File: src/rtl/upm_pkg.sv
// ----------------------------------------------------------------------------
// upm_pkg
// Shared types, codes and helper functions of the USB host pipe table.
// ----------------------------------------------------------------------------
package upm_pkg;

	localparam int PIPE_COUNT_DEF = 8;

	localparam logic [7:0]  FREE_MARK  = 8'hFF;
	localparam logic [1:0]  EV_SUCCESS = 2'd0;

	localparam logic [1:0]  TOK_SETUP = 2'd0;
	localparam logic [1:0]  TOK_IN    = 2'd1;
	localparam logic [1:0]  TOK_OUT   = 2'd2;

	typedef enum logic [2:0] {
		OP_OPEN   = 3'd0,
		OP_SUBMIT = 3'd1,
		OP_EVENT  = 3'd2,
		OP_ABORT  = 3'd3,
		OP_CLOSE  = 3'd4
	} op_t;

	typedef enum logic [2:0] {
		ST_IDLE,
		ST_SCAN,
		ST_DRAIN,
		ST_PICK,
		ST_READ,
		ST_EXEC,
		ST_EV2
	} state_t;

	typedef struct packed {
		logic [7:0]  dev;
		logic [7:0]  ep;
		logic [10:0] mps;
		logic [15:0] done;
		logic [15:0] rem;
		logic        act;
	} entry_t;

	localparam entry_t ENTRY_RESET = '{
		dev:  FREE_MARK,
		ep:   FREE_MARK,
		mps:  11'd0,
		done: 16'd0,
		rem:  16'd0,
		act:  1'b0
	};

	typedef struct packed {
		logic        ok;
		logic [2:0]  pipe_used;
		logic [1:0]  token_kind;
		logic [2:0]  size_code;
		logic        done_res;
		logic [15:0] bytes_done;
		logic [10:0] next_len;
		logic [7:0]  owner_device;
		logic [7:0]  owner_endpoint;
	} res_t;

	typedef struct packed {
		logic hit;
		logic free;
	} scan_t;

	typedef struct packed {
		logic [15:0] delta;
		logic [15:0] rem;
		logic [15:0] done;
	} acct_t;

	function automatic logic [1:0] token_of(input logic [7:0] ep);
		logic [1:0] t;
		if (ep[7])
			t = TOK_IN;
		else if (ep[6:0] == 7'd0)
			t = TOK_SETUP;
		else
			t = TOK_OUT;
		return t;
	endfunction

	function automatic logic [2:0] size_code_of(input logic [10:0] m);
		logic [2:0] c;
		if (m >= 11'd1023)
			c = 3'd7;
		else if (m > 11'd256)
			c = 3'd6;
		else if (m > 11'd128)
			c = 3'd5;
		else if (m > 11'd64)
			c = 3'd4;
		else if (m > 11'd32)
			c = 3'd3;
		else if (m > 11'd16)
			c = 3'd2;
		else if (m > 11'd8)
			c = 3'd1;
		else
			c = 3'd0;
		return c;
	endfunction

endpackage

File: src/rtl/usb_host_pipe_manager.sv
// ----------------------------------------------------------------------------
// usb_host_pipe_manager
// USB host pipe table: open, submit, transfer event, abort and close device.
// ----------------------------------------------------------------------------
// channel   handshake          payload
// command   start / busy       opcode .. packet_bytes
// result    strobe (1 cycle)   ok .. owner_endpoint
//
// states from the accepting edge to the result beat, in order:
// open, submit, abort: scan, drain, pick, read, exec, or up to pick
// with no pipe found; close: scan, drain, pick; transfer event: read,
// exec, ev2 (not on a free pipe); unknown opcode, out-of-range event: idle.
// the table is scanned one entry per cycle through its single read port.
// reset clears the per-entry valid bits at once; no clearing pass.
// busy is low during the strobe cycle, so the next command may start then.
// the receiver cannot stall the result.
// ----------------------------------------------------------------------------
module usb_host_pipe_manager #(
	parameter int PIPE_COUNT = upm_pkg::PIPE_COUNT_DEF
) (
	input  logic        clk,
	input  logic        arst_n,
	input  logic        start,
	output logic        busy,
	input  logic [2:0]  opcode,
	input  logic [6:0]  device_address,
	input  logic [7:0]  endpoint_address,
	input  logic [10:0] max_packet,
	input  logic [15:0] transfer_len,
	input  logic [2:0]  pipe_index,
	input  logic [1:0]  event_code,
	input  logic [13:0] packet_bytes,
	output logic        strobe,
	output logic        ok,
	output logic [2:0]  pipe_used,
	output logic [1:0]  token_kind,
	output logic [2:0]  size_code,
	output logic        done_res,
	output logic [15:0] bytes_done,
	output logic [10:0] next_len,
	output logic [7:0]  owner_device,
	output logic [7:0]  owner_endpoint
);

	localparam int IDX_W = $clog2(PIPE_COUNT);
	localparam int EXT_W = IDX_W + 3;
	localparam logic [IDX_W-1:0] LAST = IDX_W'(PIPE_COUNT - 1);

	upm_pkg::state_t  state_q, state_n;
	upm_pkg::op_t     op_q;
	logic [6:0]       dev_q;
	logic [7:0]       ep_q;
	logic [10:0]      mps_q;
	logic [15:0]      len_q;
	logic [1:0]       code_q;
	logic [13:0]      pkt_q;

	logic [IDX_W-1:0] scan_q;
	logic [IDX_W-1:0] chk_idx_q;
	logic             chk_q;
	logic             hit_q;
	logic             fre_q;
	logic [IDX_W-1:0] hit_idx_q;
	logic [IDX_W-1:0] fre_idx_q;
	logic [IDX_W-1:0] target_q;
	upm_pkg::acct_t   acct_q;
	upm_pkg::res_t    res_q;
	logic             strobe_q;

	logic [IDX_W-1:0] rd_addr;
	upm_pkg::entry_t  rd_ent;
	logic             wr_en;
	logic             clr_en;
	logic             fin;
	upm_pkg::res_t    res_n;
	logic             ev_in_range;
	logic [EXT_W-1:0] pidx_ext;
	logic [EXT_W-1:0] tgt_ext;
	logic [EXT_W-1:0] hit_ext;

	upm_pkg::scan_t   scan;
	logic             ent_free;
	upm_pkg::acct_t   acct_n;
	logic             u_wr;
	upm_pkg::entry_t  wr_ent;
	upm_pkg::res_t    u_res;

	assign ev_in_range = int'(pipe_index) < PIPE_COUNT;
	assign pidx_ext    = EXT_W'(pipe_index);
	assign tgt_ext     = EXT_W'(target_q);
	assign hit_ext     = EXT_W'(hit_idx_q);

	upm_table #(
		.PIPE_COUNT(PIPE_COUNT)
	) u_table (
		.clk      (clk),
		.arst_n   (arst_n),
		.rd_addr  (rd_addr),
		.rd_ent   (rd_ent),
		.wr_en    (wr_en),
		.wr_addr  (target_q),
		.wr_ent   (wr_ent),
		.clr_en   (clr_en),
		.clr_addr (chk_idx_q)
	);

	upm_unit u_unit (
		.op       (op_q),
		.dev      (dev_q),
		.ep       (ep_q),
		.mps      (mps_q),
		.len      (len_q),
		.code     (code_q),
		.pkt      (pkt_q),
		.pipe     (tgt_ext[2:0]),
		.ent      (rd_ent),
		.acct_in  (acct_q),
		.scan     (scan),
		.ent_free (ent_free),
		.acct_out (acct_n),
		.wr       (u_wr),
		.wr_ent   (wr_ent),
		.res      (u_res)
	);

	always_comb begin
		state_n = state_q;
		case (state_q)
			upm_pkg::ST_IDLE: begin
				if (start) begin
					case (upm_pkg::op_t'(opcode))
						upm_pkg::OP_OPEN, upm_pkg::OP_SUBMIT,
						upm_pkg::OP_ABORT, upm_pkg::OP_CLOSE:
							state_n = upm_pkg::ST_SCAN;
						upm_pkg::OP_EVENT:
							state_n = ev_in_range ? upm_pkg::ST_READ : upm_pkg::ST_IDLE;
						default:
							state_n = upm_pkg::ST_IDLE;
					endcase
				end
			end
			upm_pkg::ST_SCAN: begin
				if (scan_q == LAST)
					state_n = upm_pkg::ST_DRAIN;
			end
			upm_pkg::ST_DRAIN: begin
				state_n = upm_pkg::ST_PICK;
			end
			upm_pkg::ST_PICK: begin
				case (op_q)
					upm_pkg::OP_ABORT:
						state_n = hit_q ? upm_pkg::ST_READ : upm_pkg::ST_IDLE;
					upm_pkg::OP_OPEN, upm_pkg::OP_SUBMIT:
						state_n = (hit_q || fre_q) ? upm_pkg::ST_READ : upm_pkg::ST_IDLE;
					default:
						state_n = upm_pkg::ST_IDLE;
				endcase
			end
			upm_pkg::ST_READ: begin
				state_n = upm_pkg::ST_EXEC;
			end
			upm_pkg::ST_EXEC: begin
				if (op_q == upm_pkg::OP_EVENT && !ent_free)
					state_n = upm_pkg::ST_EV2;
				else
					state_n = upm_pkg::ST_IDLE;
			end
			upm_pkg::ST_EV2: begin
				state_n = upm_pkg::ST_IDLE;
			end
			default: begin
				state_n = upm_pkg::ST_IDLE;
			end
		endcase
	end

	always_comb begin
		rd_addr = (state_q == upm_pkg::ST_SCAN) ? scan_q : target_q;
		clr_en  = chk_q && (op_q == upm_pkg::OP_CLOSE) && scan.hit;
		wr_en   = 1'b0;
		fin     = 1'b0;
		res_n   = '0;
		case (state_q)
			upm_pkg::ST_IDLE: begin
				if (start && state_n == upm_pkg::ST_IDLE)
					fin = 1'b1;
			end
			upm_pkg::ST_PICK: begin
				if (state_n == upm_pkg::ST_IDLE) begin
					fin = 1'b1;
					if (op_q == upm_pkg::OP_CLOSE && hit_q) begin
						res_n.ok        = 1'b1;
						res_n.pipe_used = hit_ext[2:0];
					end
				end
			end
			upm_pkg::ST_EXEC: begin
				if (op_q != upm_pkg::OP_EVENT) begin
					fin   = 1'b1;
					wr_en = u_wr;
					res_n = u_res;
				end else if (ent_free) begin
					fin = 1'b1;
				end
			end
			upm_pkg::ST_EV2: begin
				fin   = 1'b1;
				wr_en = u_wr;
				res_n = u_res;
			end
			default: begin
				fin = 1'b0;
			end
		endcase
	end

	always_ff @(posedge clk or negedge arst_n) begin
		if (!arst_n) begin
			state_q  <= upm_pkg::ST_IDLE;
			scan_q   <= '0;
			chk_q    <= 1'b0;
			hit_q    <= 1'b0;
			fre_q    <= 1'b0;
			strobe_q <= 1'b0;
		end else begin
			state_q  <= state_n;
			strobe_q <= fin;
			chk_q    <= (state_q == upm_pkg::ST_SCAN);
			if (state_q == upm_pkg::ST_IDLE) begin
				scan_q <= '0;
				hit_q  <= 1'b0;
				fre_q  <= 1'b0;
			end else if (state_q == upm_pkg::ST_SCAN) begin
				scan_q <= scan_q + 1'b1;
			end
			if (chk_q) begin
				if (scan.hit && !hit_q)
					hit_q <= 1'b1;
				if (scan.free && !fre_q)
					fre_q <= 1'b1;
			end
		end
	end

	always_ff @(posedge clk) begin
		chk_idx_q <= scan_q;
		if (chk_q) begin
			if (scan.hit && !hit_q)
				hit_idx_q <= chk_idx_q;
			if (scan.free && !fre_q)
				fre_idx_q <= chk_idx_q;
		end
		if (state_q == upm_pkg::ST_IDLE && start) begin
			op_q     <= upm_pkg::op_t'(opcode);
			dev_q    <= device_address;
			ep_q     <= endpoint_address;
			mps_q    <= max_packet;
			len_q    <= transfer_len;
			code_q   <= event_code;
			pkt_q    <= packet_bytes;
			target_q <= pidx_ext[IDX_W-1:0];
		end else if (state_q == upm_pkg::ST_PICK) begin
			target_q <= hit_q ? hit_idx_q : fre_idx_q;
		end
		if (state_q == upm_pkg::ST_EXEC)
			acct_q <= acct_n;
		if (fin)
			res_q <= res_n;
	end

	assign busy           = (state_q != upm_pkg::ST_IDLE);
	assign strobe         = strobe_q;
	assign ok             = res_q.ok;
	assign pipe_used      = res_q.pipe_used;
	assign token_kind     = res_q.token_kind;
	assign size_code      = res_q.size_code;
	assign done_res       = res_q.done_res;
	assign bytes_done     = res_q.bytes_done;
	assign next_len       = res_q.next_len;
	assign owner_device   = res_q.owner_device;
	assign owner_endpoint = res_q.owner_endpoint;

endmodule

File: src/rtl/upm_table.sv
// ----------------------------------------------------------------------------
// upm_table
// Pipe entry memory, one read and one write port, with per-entry valid bits.
// ----------------------------------------------------------------------------
module upm_table #(
	parameter int PIPE_COUNT = upm_pkg::PIPE_COUNT_DEF
) (
	input  logic                            clk,
	input  logic                            arst_n,
	input  logic [$clog2(PIPE_COUNT)-1:0]   rd_addr,
	output upm_pkg::entry_t                 rd_ent,
	input  logic                            wr_en,
	input  logic [$clog2(PIPE_COUNT)-1:0]   wr_addr,
	input  upm_pkg::entry_t                 wr_ent,
	input  logic                            clr_en,
	input  logic [$clog2(PIPE_COUNT)-1:0]   clr_addr
);

	upm_pkg::entry_t         mem_q [PIPE_COUNT];
	upm_pkg::entry_t         data_q;
	logic [PIPE_COUNT-1:0]   vld_q;
	logic                    rdv_q;

	always_ff @(posedge clk) begin
		if (wr_en)
			mem_q[wr_addr] <= wr_ent;
		data_q <= mem_q[rd_addr];
	end

	always_ff @(posedge clk or negedge arst_n) begin
		if (!arst_n) begin
			vld_q <= '0;
			rdv_q <= 1'b0;
		end else begin
			rdv_q <= vld_q[rd_addr];
			if (wr_en)
				vld_q[wr_addr] <= 1'b1;
			if (clr_en)
				vld_q[clr_addr] <= 1'b0;
		end
	end

	// never-written entries read as a free pipe
	assign rd_ent = rdv_q ? data_q : upm_pkg::ENTRY_RESET;

endmodule

File: src/rtl/upm_unit.sv
// ----------------------------------------------------------------------------
// upm_unit
// Shared compare and accounting unit: entry match during the scan, entry
// update and result for the selected pipe.
// ----------------------------------------------------------------------------
module upm_unit (
	input  upm_pkg::op_t    op,
	input  logic [6:0]      dev,
	input  logic [7:0]      ep,
	input  logic [10:0]     mps,
	input  logic [15:0]     len,
	input  logic [1:0]      code,
	input  logic [13:0]     pkt,
	input  logic [2:0]      pipe,
	input  upm_pkg::entry_t ent,
	input  upm_pkg::acct_t  acct_in,
	output upm_pkg::scan_t  scan,
	output logic            ent_free,
	output upm_pkg::acct_t  acct_out,
	output logic            wr,
	output upm_pkg::entry_t wr_ent,
	output upm_pkg::res_t   res
);

	logic        dev_eq;
	logic        num_eq;
	logic [15:0] delta0;
	logic        short_pkt;
	logic [15:0] rem2;
	logic        complete;
	logic [10:0] nl_ev;

	assign dev_eq   = (ent.dev == {1'b0, dev});
	assign num_eq   = (ent.ep[6:0] == ep[6:0]);
	assign ent_free = (ent.dev == upm_pkg::FREE_MARK);

	always_comb begin
		scan.free = ent_free;
		case (op)
			upm_pkg::OP_OPEN, upm_pkg::OP_SUBMIT:
				scan.hit = num_eq && (dev_eq || ep[6:0] == 7'd0);
			upm_pkg::OP_ABORT:
				scan.hit = dev_eq && (ent.ep == ep);
			upm_pkg::OP_CLOSE:
				scan.hit = dev_eq;
			default:
				scan.hit = 1'b0;
		endcase
	end

	// first half of event accounting: clamp, subtract, accumulate
	always_comb begin
		delta0 = (code == upm_pkg::EV_SUCCESS) ? {2'b00, pkt} : 16'd0;
		acct_out.delta = (delta0 > ent.rem) ? ent.rem : delta0;
		acct_out.rem   = ent.rem - acct_out.delta;
		acct_out.done  = ent.done + acct_out.delta;
	end

	// second half: short packet, completion, next length
	assign short_pkt = acct_in.delta < {5'd0, ent.mps};
	assign rem2      = short_pkt ? 16'd0 : acct_in.rem;
	assign complete  = (code != upm_pkg::EV_SUCCESS) || (rem2 == 16'd0);
	assign nl_ev     = (acct_in.rem < {5'd0, ent.mps}) ? acct_in.rem[10:0] : ent.mps;

	always_comb begin
		wr     = 1'b0;
		wr_ent = ent;
		res    = '0;
		case (op)
			upm_pkg::OP_OPEN: begin
				if (!ent.act) begin
					wr            = 1'b1;
					wr_ent.dev    = {1'b0, dev};
					wr_ent.ep     = ep;
					wr_ent.mps    = mps;
					res.ok        = 1'b1;
					res.size_code = upm_pkg::size_code_of(mps);
				end
			end
			upm_pkg::OP_SUBMIT: begin
				if (!ent.act) begin
					wr          = 1'b1;
					wr_ent.dev  = {1'b0, dev};
					wr_ent.ep   = ep;
					wr_ent.rem  = len;
					wr_ent.done = 16'd0;
					wr_ent.act  = 1'b1;
					res.ok      = 1'b1;
					if (ep[7])
						res.next_len = 11'd0;
					else if (len < {5'd0, ent.mps})
						res.next_len = len[10:0];
					else
						res.next_len = ent.mps;
				end
			end
			upm_pkg::OP_EVENT: begin
				wr           = 1'b1;
				wr_ent.rem   = rem2;
				wr_ent.done  = acct_in.done;
				wr_ent.act   = !complete;
				res.ok       = 1'b1;
				res.done_res = complete;
				res.next_len = (complete || ent.ep[7]) ? 11'd0 : nl_ev;
			end
			upm_pkg::OP_ABORT: begin
				wr = 1'b1;
				if (ent.act) begin
					wr_ent.act  = 1'b0;
					wr_ent.done = 16'd0;
					wr_ent.rem  = 16'd0;
					res.ok      = 1'b1;
				end
			end
			default: begin
				wr = 1'b0;
			end
		endcase
		if (wr) begin
			res.pipe_used      = pipe;
			res.token_kind     = upm_pkg::token_of(wr_ent.ep);
			res.bytes_done     = wr_ent.done;
			res.owner_device   = wr_ent.dev;
			res.owner_endpoint = wr_ent.ep;
		end
	end

endmodule

File: config.mk
export PLATFORM = sky130hd
export DESIGN_NAME = usb_host_pipe_manager
export DESIGN_NICKNAME = d
export VERILOG_FILES = /design/src/rtl/upm_pkg.sv /design/src/rtl/usb_host_pipe_manager.sv /design/src/rtl/upm_table.sv /design/src/rtl/upm_unit.sv
export SDC_FILE = /design/constraint.sdc
export NUM_CORES = 1
export LEC_CHECK = 0
export BUFFER_PORTS_ARGS = -buffer_cell sky130_fd_sc_hd__buf_2
export CAP_MARGIN = 20
export CORE_MARGIN = 5
export CORE_UTILIZATION = 50
export DETAILED_ROUTE_END_ITERATION = 6
export GPL_ROUTABILITY_DRIVEN = 0
export GPL_TIMING_DRIVEN = 1
export PLACE_DENSITY = 0.75
export SLEW_MARGIN = 5
export SYNTH_ARGS = -nofsm -noshare
export SYNTH_HDL_FRONTEND = slang
export SYNTH_HIERARCHICAL = 1
export SYNTH_SLANG_ARGS = --single-unit
File: constraint.sdc
create_clock -name clk -period 10.7 [get_ports clk]
set_input_delay 2.14 -clock clk [delete_from_list [all_inputs] [get_ports clk]]
set_output_delay 2.14 -clock clk [all_outputs]
set_load 0.005 [all_outputs]
-- After elaboration in Yosys (flattened, before gate mapping)
Memories as Yosys holds them, arrays and structs flattened. A register that Yosys moved wholly into a read port is not among the register bits.
Index checks and enable logic that the tools add are counted.
- $add $sub $neg: 3
- $lt $le $gt $ge: 16
- equality and inequality tests: 20
- multiplexer cells: 79
- bitwise operators: 3
- reductions and logical operators: 37
- operators with widths (cell ; number):
    33-bit case mux with 3 select lines ; 1
    49-bit case mux with 2 select lines ; 1
    16-bit two-way mux ; 5
    11-bit two-way mux ; 6
    33-bit two-way mux ; 2
    60-bit two-way mux ; 1
    3-bit two-way mux ; 19
    53-bit two-way mux ; 1
    16-bit by 11-bit less-than comparator with 1-bit output ; 3
    16-bit case mux with 2 select lines ; 1
    27-bit two-way mux ; 1
    11-bit case mux with 2 select lines ; 1
    1-bit two-way mux ; 20
    3-bit by 2-bit equality test with 1-bit output (second input constant) ; 6
    3-bit equality test (second input constant) ; 6
    3-bit case mux with 6 select lines ; 1
    16-bit adder ; 1
    16-bit > comparator ; 1
    16-bit zero test ; 1
    8-bit two-way mux ; 2
    16-bit subtractor ; 1
    7-bit zero test ; 2
    14-bit two-way mux ; 1
    1-bit logical AND ; 12
    other kinds (38) ; 62
- register bits: 193
- bits in writable memories: 480
- logic and storage cells: 190
- memories kept: 1
- memories (name ; words ; bits a word ; rd ports ; clocked after memory_dff ; write ports ; RTL line ; text):
    u_table.mem_q ; 8 ; 60 ; 1 ; 1 ; 1 ; upm_table.sv:19 ; upm_pkg::entry_t mem_q [PIPE_COUNT];

-- Logic depth before layout (Yosys ltp)
Gate-level depths: netlist (run 1).
- depth in word-level cells: 12
- gate-level depth with buffers: 21

-- Cells and area by module
Netlist (run 1), hierarchy kept.
- by module, submodules not included (module ; times used ; cells each ; area an instance (µm²)):
    upm_table ; 1 ; 854 ; 20064.2
    usb_host_pipe_manager ; 1 ; 314 ; 6272.3
    upm_unit ; 1 ; 683 ; 4784.6

-- Worst setup path after synthesis (run 1)
Ideal clock, no wire load.
- kind: register to register
- from: register u_table.rdv_q
- to: register u_table.vld_q[0]
- setup time: 0.088 ns
- arrival time: 8.943 ns
- data required time: 10.612 ns
- slack: 1.669 ns
- cell stages (with the launch flop): 12
- path buffers: 4
- path through: dfrtp_1 clkbuf_1 and2_1 clkbuf_1 nand2_1 nand2b_1 clkbuf_1 inv_1 clkbuf_1 and3_1 nor4b_1 o32a_1
- RTL lines (item ; RTL line ; text):
    from (decl) ; upm_table.sv:22 ; logic rdv_q;
    from (signal assigned) ; upm_table.sv:35 ; rdv_q <= vld_q[rd_addr];
    to (signal assigned) ; upm_table.sv:32 ; vld_q <= '0;
    to (signal, indexed assignment) ; upm_table.sv:37 ; vld_q[wr_addr] <= 1'b1;
    to (signal, indexed assignment) ; upm_table.sv:39 ; vld_q[clr_addr] <= 1'b0;
    to (decl) ; upm_table.sv:21 ; logic [PIPE_COUNT-1:0] vld_q;

==> results of run 1 <==
per-stage QoR:
stage | utilization | hold WS, ns | instance area (sq um)
6_report | 0.570 | 0.460 | 35200
4_1_cts | 0.569 | 0.449 | 35100
3_5_place_dp | 0.529 | 0.425 | 32700
2_1_floorplan | - | 0.387 | 31100
3_3_place_gp | 0.529 | 0.426 | 32700
5_1_grt | 0.570 | 0.458 | 35200
routing by layer:
metal	routed length (microns)	part of all wire	vias to the layer above	GRT usage
met5	0	0	-	0
li1	-	-	7560	-
met2	35800	0.49	800	0.358
met1	29900	0.41	8954	0.302
met3	5750	0.079	123	0.0362
met4	1790	0.024	0	0.0669
cell type report:
| type | count | share of cell area |
|---|---|---|
| Tap cell | 837 | 0.0298 |
| Timing Repair Buffer | 155 | 0.0253 |
| Multi-Input combinational cell | 981 | 0.265 |
| Clock inverter | 37 | 0.0116 |
| Clock buffer | 100 | 0.0583 |
| Sequential cell | 733 | 0.605 |
| Inverter | 46 | 0.00491 |
worst paths after layout:
| path | start | endpoint | slack [ns] | depth (start not counted) |
|---|---|---|---|---|
| max | u_table/rdv_q$_DFF_PN0_ | acct_q[30]$_DFFE_PP_ | 4.56 | 19 |
| min | scan_q[2]$_DFFE_PN0P_ | chk_idx_q[2]$_DFF_P_ | 0.46 | 0 |
| max reg2reg | u_table/rdv_q$_DFF_PN0_ | acct_q[30]$_DFFE_PP_ | 4.56 | 19 |
| min reg2reg | scan_q[2]$_DFFE_PN0P_ | chk_idx_q[2]$_DFF_P_ | 0.46 | 0 |
| max in group asynchronous | arst_n | u_table/rdv_q$_DFF_PN0_ | 8.90 | 1 |
| min in group asynchronous | arst_n | hit_q$_DFF_PN0_ | 1.46 | 1 |
sequential cells by signal, indices dropped and copies added, names as in the netlist, 2 cells and up:
name,count
scan_q,3
owner_device,8
owner_endpoint,8
ep_q,8
acct_q,48
token_kind,2
mps_q,11
u_table/data_q,60
size_code,3
pkt_q,14
fre_idx_q,3
target_q,3
chk_idx_q,3
pipe_used,3
u_table/mem_q,480
hit_idx_q,3
dev_q,7
state_q,3
op_q,3
u_table/vld_q,8
bytes_done,16
next_len,11
code_q,2
len_q,16
report_power, final:
group / switching [mW] / internal (mW)
clock: 1.08 / 1.53
combinational: 1.30 / 1.15
sequential: 0.160 / 3.54
cells by family (layout without fill, tap and decap cells):
family | count (synthesis) | after routing | share of synthesized area
and+or+nand+nor | 385 | 385 | 0.0690
adders and majority gates | 78 | 78 | 0.0318
DFF | 733 | 733 | 0.684
xor gates and xnor gates | 42 | 42 | 0.0118
buffers and inverters | 139 | 338 | 0.0209
muxes | 257 | 257 | 0.135
other | 1 | 3 | 0.000120
AOI/OAI and AO/OA | 216 | 216 | 0.0472
worst max-delay path, delay by kind of cell, from the launching register on:
kind            cells  cell delay, ns
simple gates        9            2.33
mux                 1            0.43
fa+ha+maj           2            0.74
xor+xnor            1            0.10
buf+inv             3            1.06
compound gates      3            0.83
flops               1            0.34
cells in the final DEF, fill, tap and decap left out, types with 15 or more instances in the layout:
cell type    n
and2_1      88
nor2_1      70
inv_1       46
dfrtp_1     17
mux2i_1     50
clkbuf_1    18
buf_2      121
edfxtp_1   651
a21oi_1     43
xnor2_1     31
dfxtp_1     63
mux2_2      77
mux4_2     122
and3_1      54
clkbuf_16   76
buf_4       31
o21ai_0     39
a22o_1      21
ha_1        76
nand2_1     59
nand2b_1    27
o22ai_1     15
==> results.sh, run 1 <==
export IMPL_detailedRoute_firstIterationViolations=1860
export IMPL_cts_resized=0
export IMPL_hold_path_class="reg2reg"
export IMPL_power_density_nw_per_um2=249
export IMPL_synth_top_cell_by_area="edfxtp_1"
export IMPL_clk_path_buf_depth=3
export IMPL_finalPower_mw=8.75
export IMPL_area_growth_pct=13.0
export IMPL_yosys_warnings=6
export IMPL_synth_seq_cells=733
export IMPL_coreArea_sq_um=61700
export IMPL_syn_area_per_cell_sq_um=16.8
export IMPL_crit_slowest_cell="nor4_4"
export IMPL_endpoint_kind="flop"
export IMPL_dp_hpwl_microns=45300
export IMPL_synth_edf_count=651
export IMPL_cts_root_buf="clkbuf_16"
export IMPL_rsz0062_at_grt="false"
export IMPL_syn_inst=1851
export IMPL_setup_viol=0
export IMPL_period_needed_ns=6.14
export IMPL_grt_pass1_vias=18100
export IMPL_slew_violations=0
export IMPL_grt_max_degree=68
export IMPL_num_rows=91
export IMPL_clock_latency_ns=0.63
export IMPL_worstMarginPinSlew_ns=1.13
export IMPL_yosys_top_cells_count="edfxtp_1 (651), mux4_2 (122), and2_1 (89)"
export IMPL_finalNonFillerCells=2889
export IMPL_async_reset_ff_frac=0.0259
export IMPL_cellLeakagePower_nw=12.3
export IMPL_grt_pass1_wl_microns=111000
export IMPL_synth_top_area_share=0.628
export IMPL_numPortBuffers=121
export IMPL_yosysMostFrequentCell="edfxtp_1"
export IMPL_synth_top_flop_cell="edfxtp_1"
export IMPL_min_period_over_period=0.574
export IMPL_skew_ns=0.0296
export IMPL_wire_per_inst_microns=25.4
export IMPL_vias_per_cell=6.04
export IMPL_slowest_delay_ns=0.87
export IMPL_cp_required_ns=11.06
export IMPL_antenna_found_initial=1
export IMPL_die_h_microns=259
export IMPL_cts_setup_buffers=0
export IMPL_htree_levels=3
export IMPL_pre_cts_ws_ns=4.71
export IMPL_ios=122
export IMPL_route_detailed_drc=1
export IMPL_grt_remaining_overflow=0
export IMPL_vias=17400
export IMPL_drive_gt1_frac=0.237
export IMPL_seq_area_frac_synth=0.684
export IMPL_path_cells="buf_4 > and2_1 > inv_1 > ha_1 > and4_1 > nand2_1 > a211oi_1 > nor2_1 > nor4_4 > buf_4 > mux2_2 > fa_1 > nand2b_1 > a21oi_1 > or4_1 > nand2_1 > and3_1 > o31ai_1 > xnor2_1"
export IMPL_status="finished with violations"
export IMPL_antenna_cells=0
export IMPL_firstDrtPassIters=7
export IMPL_nFillCells=4670
export IMPL_fin_nets=2136
export IMPL_die_width_microns=259
export IMPL_place_inst=2749
export IMPL_ir_worst_vdd_v=0.000182
export IMPL_critical_path_class="reg2reg"
export IMPL_clk_pin_slew_worst_paths_ns=0.06
export IMPL_multiInputGateArea_sq_um=9310
export IMPL_wirelength_microns=73300
export IMPL_setup_slack_ns=4.56
export IMPL_cap_viol_max_count=0
export IMPL_seq_area_sq_um=21300
export IMPL_cts_hold_buf=0
export IMPL_worstPathMaxFanout=60
export IMPL_synth_distinct_cells=72
export IMPL_cts_tree="yes"
export IMPL_maxSlewHeadroom=0.244
export IMPL_ant_nets=0
export IMPL_clkSinkCount=733
export IMPL_synth_area_leaders="edfxtp_1 (63%), mux4_2 (8.8%), dfxtp_1 (4.1%)"
export IMPL_synth_area_sq_um=31100
export IMPL_fmax_ghz=0.163
export IMPL_setup_tns_ns=0
export IMPL_initial_utilization=0.504
export IMPL_start_kind="flop"
export IMPL_violations="DRC"
export IMPL_hold_violations=0
export IMPL_arrival_ns=6.51
export IMPL_die_area_sq_um=67300
export IMPL_numCtsBuffers=74
export IMPL_grt_total_usage=0.217
Note: power is estimated with default switching activity, not from simulation.
==> run 2, diff against run 1 <==
--- a/config.mk
+++ b/config.mk
@@ -5,6 +5,7 @@
 export SDC_FILE = /design/constraint.sdc
 export NUM_CORES = 1
 export LEC_CHECK = 0
+export ABC_AREA = 1
 export BUFFER_PORTS_ARGS = -buffer_cell sky130_fd_sc_hd__buf_2
 export CAP_MARGIN = 20
 export CORE_MARGIN = 5
@@ -12,7 +13,7 @@
 export DETAILED_ROUTE_END_ITERATION = 6
 export GPL_ROUTABILITY_DRIVEN = 0
 export GPL_TIMING_DRIVEN = 1
-export PLACE_DENSITY = 0.75
+export PLACE_DENSITY = 0.77
 export SLEW_MARGIN = 5
 export SYNTH_ARGS = -nofsm -noshare
 export SYNTH_HDL_FRONTEND = slang
==> constraint.sdc (replaced) <==
create_clock -name clk -period 5.2 [get_ports clk]
set_input_delay 1.04 -clock clk [delete_from_list [all_inputs] [get_ports clk]]
set_output_delay 1.04 -clock clk [all_outputs]
set_load 0.005 [all_outputs]
==> run 2 against run 1 <==
Against the previous run:
- the run now ends clean
- synthesized cell count increased by 99%
- setup slack got worse by 4.1 ns
- flip-flop and latch count unchanged
- critical endpoint is now acct_q[13]$_DFFE_PP_
- largest power group is now combinational logic
- highest routed layer is now met5
==> results.sh, run 2 <==
export IMPL_yosys_warnings=6
export IMPL_async_reset_ff_frac=0.0259
export IMPL_slew_violations=0
export IMPL_die_area_sq_um=74800
export IMPL_yosys_top_cells_count="nand2_1 (1,136), inv_1 (753), edfxtp_1 (651)"
export IMPL_numCtsBuffers=75
export IMPL_die_h_microns=274
export IMPL_regToRegEndpoint="acct_q[13]$_DFFE_PP_"
export IMPL_setup_tns_ns=0
export IMPL_clk_path_buf_depth=3
export IMPL_vias=25100
export IMPL_cts_tree="yes"
export IMPL_num_rows=96
export IMPL_synth_edf_count=651
export IMPL_grt_remaining_overflow=0
export IMPL_reg2reg_from="u_table/rdv_q$_DFF_PN0_"
export IMPL_grt_util_met2=0.385
export IMPL_clock_latency_ns=0.62
export IMPL_synth_area_leaders="edfxtp_1 (56%), nand2_1 (12%), inv_1 (8.1%)"
export IMPL_hold_path_class="in2async"
export IMPL_detailedRoute_firstIterationViolations=2614
export IMPL_vias_per_cell=5.27
export IMPL_reg2reg_depth=22
export IMPL_fin_nets=3927
export IMPL_grt_max_degree=220
export IMPL_wirelength_microns=86400
export IMPL_fmax_ghz=0.210
export IMPL_coreArea_sq_um=68700
export IMPL_grt_util_met3=0.0401
export IMPL_area_growth_pct=11.7
export IMPL_die_width_microns=274
export IMPL_cts_root_buf="clkbuf_16"
export IMPL_period_needed_ns=4.76
export IMPL_synth_area_sq_um=34700
export IMPL_arrival_ns=5.11
export IMPL_power_density_nw_per_um2=553
export IMPL_cap_viol_max_count=0
export IMPL_firstDrtPassIters=6
export IMPL_final_cell_mix="nand2_1 (1,135), inv_1 (752), edfxtp_1 (651)"
export IMPL_synth_top_flop_cell="edfxtp_1"
export IMPL_clkSinkCount=733
export IMPL_grt_total_usage=0.227
export IMPL_largest_reg_flops=480
export IMPL_mostFrequentLayoutCell="nand2_1"
export IMPL_ant_nets=0
export IMPL_status="finished clean"
export IMPL_setup_viol=0
export IMPL_synth_top_area_share=0.563
export IMPL_route_detailed_drc=0
export IMPL_cts_resized=0
export IMPL_synth_top_cell_by_area="edfxtp_1"
export IMPL_htree_levels=3
export IMPL_wire_per_inst_microns=18.1
export IMPL_antenna_cells=0
export IMPL_worstMarginPinSlew_ns=1.31
export IMPL_syn_area_per_cell_sq_um=9.40
export IMPL_seq_area_frac_synth=0.613
export IMPL_synth_seq_cells=733
export IMPL_regMostFlops="u_table/mem_q"
export IMPL_r2r_slack_ns=0.44
export IMPL_numPortBuffers=121
export IMPL_holdWs_ns=0.392
export IMPL_initial_utilization=0.505
export IMPL_drive_gt1_frac=0.0966
export IMPL_final_util=0.564
export IMPL_cts_hold_buf=0
export IMPL_grt_pass1_vias=24100
export IMPL_skew_ns=0.0274
export IMPL_worstPathMaxFanout=27
export IMPL_ios=122
export IMPL_yosysMostFrequentCell="nand2_1"
export IMPL_syn_inst=3692
export IMPL_grt_pass1_wl_microns=133000
export IMPL_top_usage_layer="met2"
export IMPL_maxSlewHeadroom=0.130
export IMPL_groute_layer_met1_usage=0.290
export IMPL_rsz0062_at_grt="false"
export IMPL_synth_distinct_cells=58
export IMPL_largestRegisters="u_table/mem_q: 480 flops, u_table/data_q: 60 flops, acct_q: 48 flops"
export IMPL_antenna_found_initial=1
export IMPL_hold_violations=0
export IMPL_cts_setup_buffers=0
export IMPL_start_kind="flop"
export IMPL_endpoint_kind="flop"
export IMPL_min_period_over_period=0.915
export IMPL_dp_hpwl_microns=51500
export IMPL_clk_pin_slew_worst_paths_ns=0.06
export IMPL_cp_required_ns=5.55
export IMPL_cellLeakagePower_nw=17.7
export IMPL_ir_worst_vdd_v=0.000720
export IMPL_critical_path_class="reg2reg"
-- run 2: worst max-delay path, stage by stage (launching register included) --
cell	delay, ns
dfrtp_2	0.70
buf_4	0.25
nand2_1	0.05
inv_1	0.10
inv_1	0.09
ha_1	0.31
nand4_1	0.17
nor3_1	0.26
nand2_1	0.30
nand2_4	0.36
nand2_1	0.09
nand2_1	0.13
ha_1	0.29
a21oi_1	0.16
nand2_1	0.10
a21oi_1	0.25
o21ai_1	0.20
a21boi_1	0.26
o21ai_1	0.13
nand3_1	0.10
nand2_1	0.06
nand2_1	0.07
nand2_1	0.06
-- run 2: cell type report --
type	instances	area, sq um
Sequential cell	733	21300
Multi-Input combinational cell	2034	9880
Clock inverter	36	455
Timing Repair Buffer	156	978
Clock buffer	100	2070
Inverter	782	2950
Tap cell	931	1160
Fill cell	5680	29900
-- run 2: worst max-delay path by stage --
stage | startpoint | end | slack (ns) | cells past startpoint
2_1_floorplan | state_q[1]$_DFF_PN0_ | u_table/mem_q[6][0]$_DFFE_PP_ | 0.15 | 8
3_3_place_gp | code_q[1]$_DFFE_PP_ | acct_q[28]$_DFFE_PP_ | 0.78 | 22
3_5_place_dp | u_table/rdv_q$_DFF_PN0_ | acct_q[13]$_DFFE_PP_ | 0.67 | 22
4_1_cts | u_table/rdv_q$_DFF_PN0_ | acct_q[13]$_DFFE_PP_ | 0.60 | 22
5_1_grt | u_table/rdv_q$_DFF_PN0_ | acct_q[13]$_DFFE_PP_ | 0.23 | 22
6_report | u_table/rdv_q$_DFF_PN0_ | acct_q[13]$_DFFE_PP_ | 0.44 | 22
-- run 2: per-layer routing --
metal | up-vias | share of wire
met5 | - | 0.00015
met4 | 2 | 0.041
met3 | 259 | 0.091
met2 | 1202 | 0.49
met1 | 11800 | 0.38
li1 | 11900 | -
-- run 2: logic make-up (layout without fill, tap and decap cells) --
logic type / after synthesis / in the layout / synth area share
compound gates: 230 / 230 / 0.0415
xor+xnor: 40 / 40 / 0.0101
fa+ha+maj: 78 / 78 / 0.0285
buf+inv: 927 / 1074 / 0.106
flops: 733 / 733 / 0.613
other cells: 1 / 3 / 0.000108
simple gates: 1683 / 1683 / 0.201
-- run 2: report_power, final --
| part | total [mW] | switching (mW) | internal [mW] | leakage (nW) |
|---|---|---|---|---|
| Clock | 5.50 | 2.20 | 3.30 | 1.24 |
| Combinational | 8.10 | 5.78 | 2.32 | 9.71 |
| Sequential | 7.83 | 0.310 | 7.52 | 6.72 |
| Total | 21.4 | 8.29 | 13.1 | 17.7 |
-- run 2: per-stage QoR --
step / instance area (sq um) / cells / power (mW) / worst slack, ns
2_1_floorplan: 34700 / 3694 / 13.6 / 0.154
3_3_place_gp: 36200 / 4635 / 15.6 / 0.785
3_5_place_dp: 36200 / 4635 / 15.8 / 0.674
4_1_cts: 38800 / 4771 / 21.4 / 0.603
5_1_grt: 38800 / 4772 / 22.7 / 0.229
6_report: 38800 / 4772 / 21.4 / 0.441
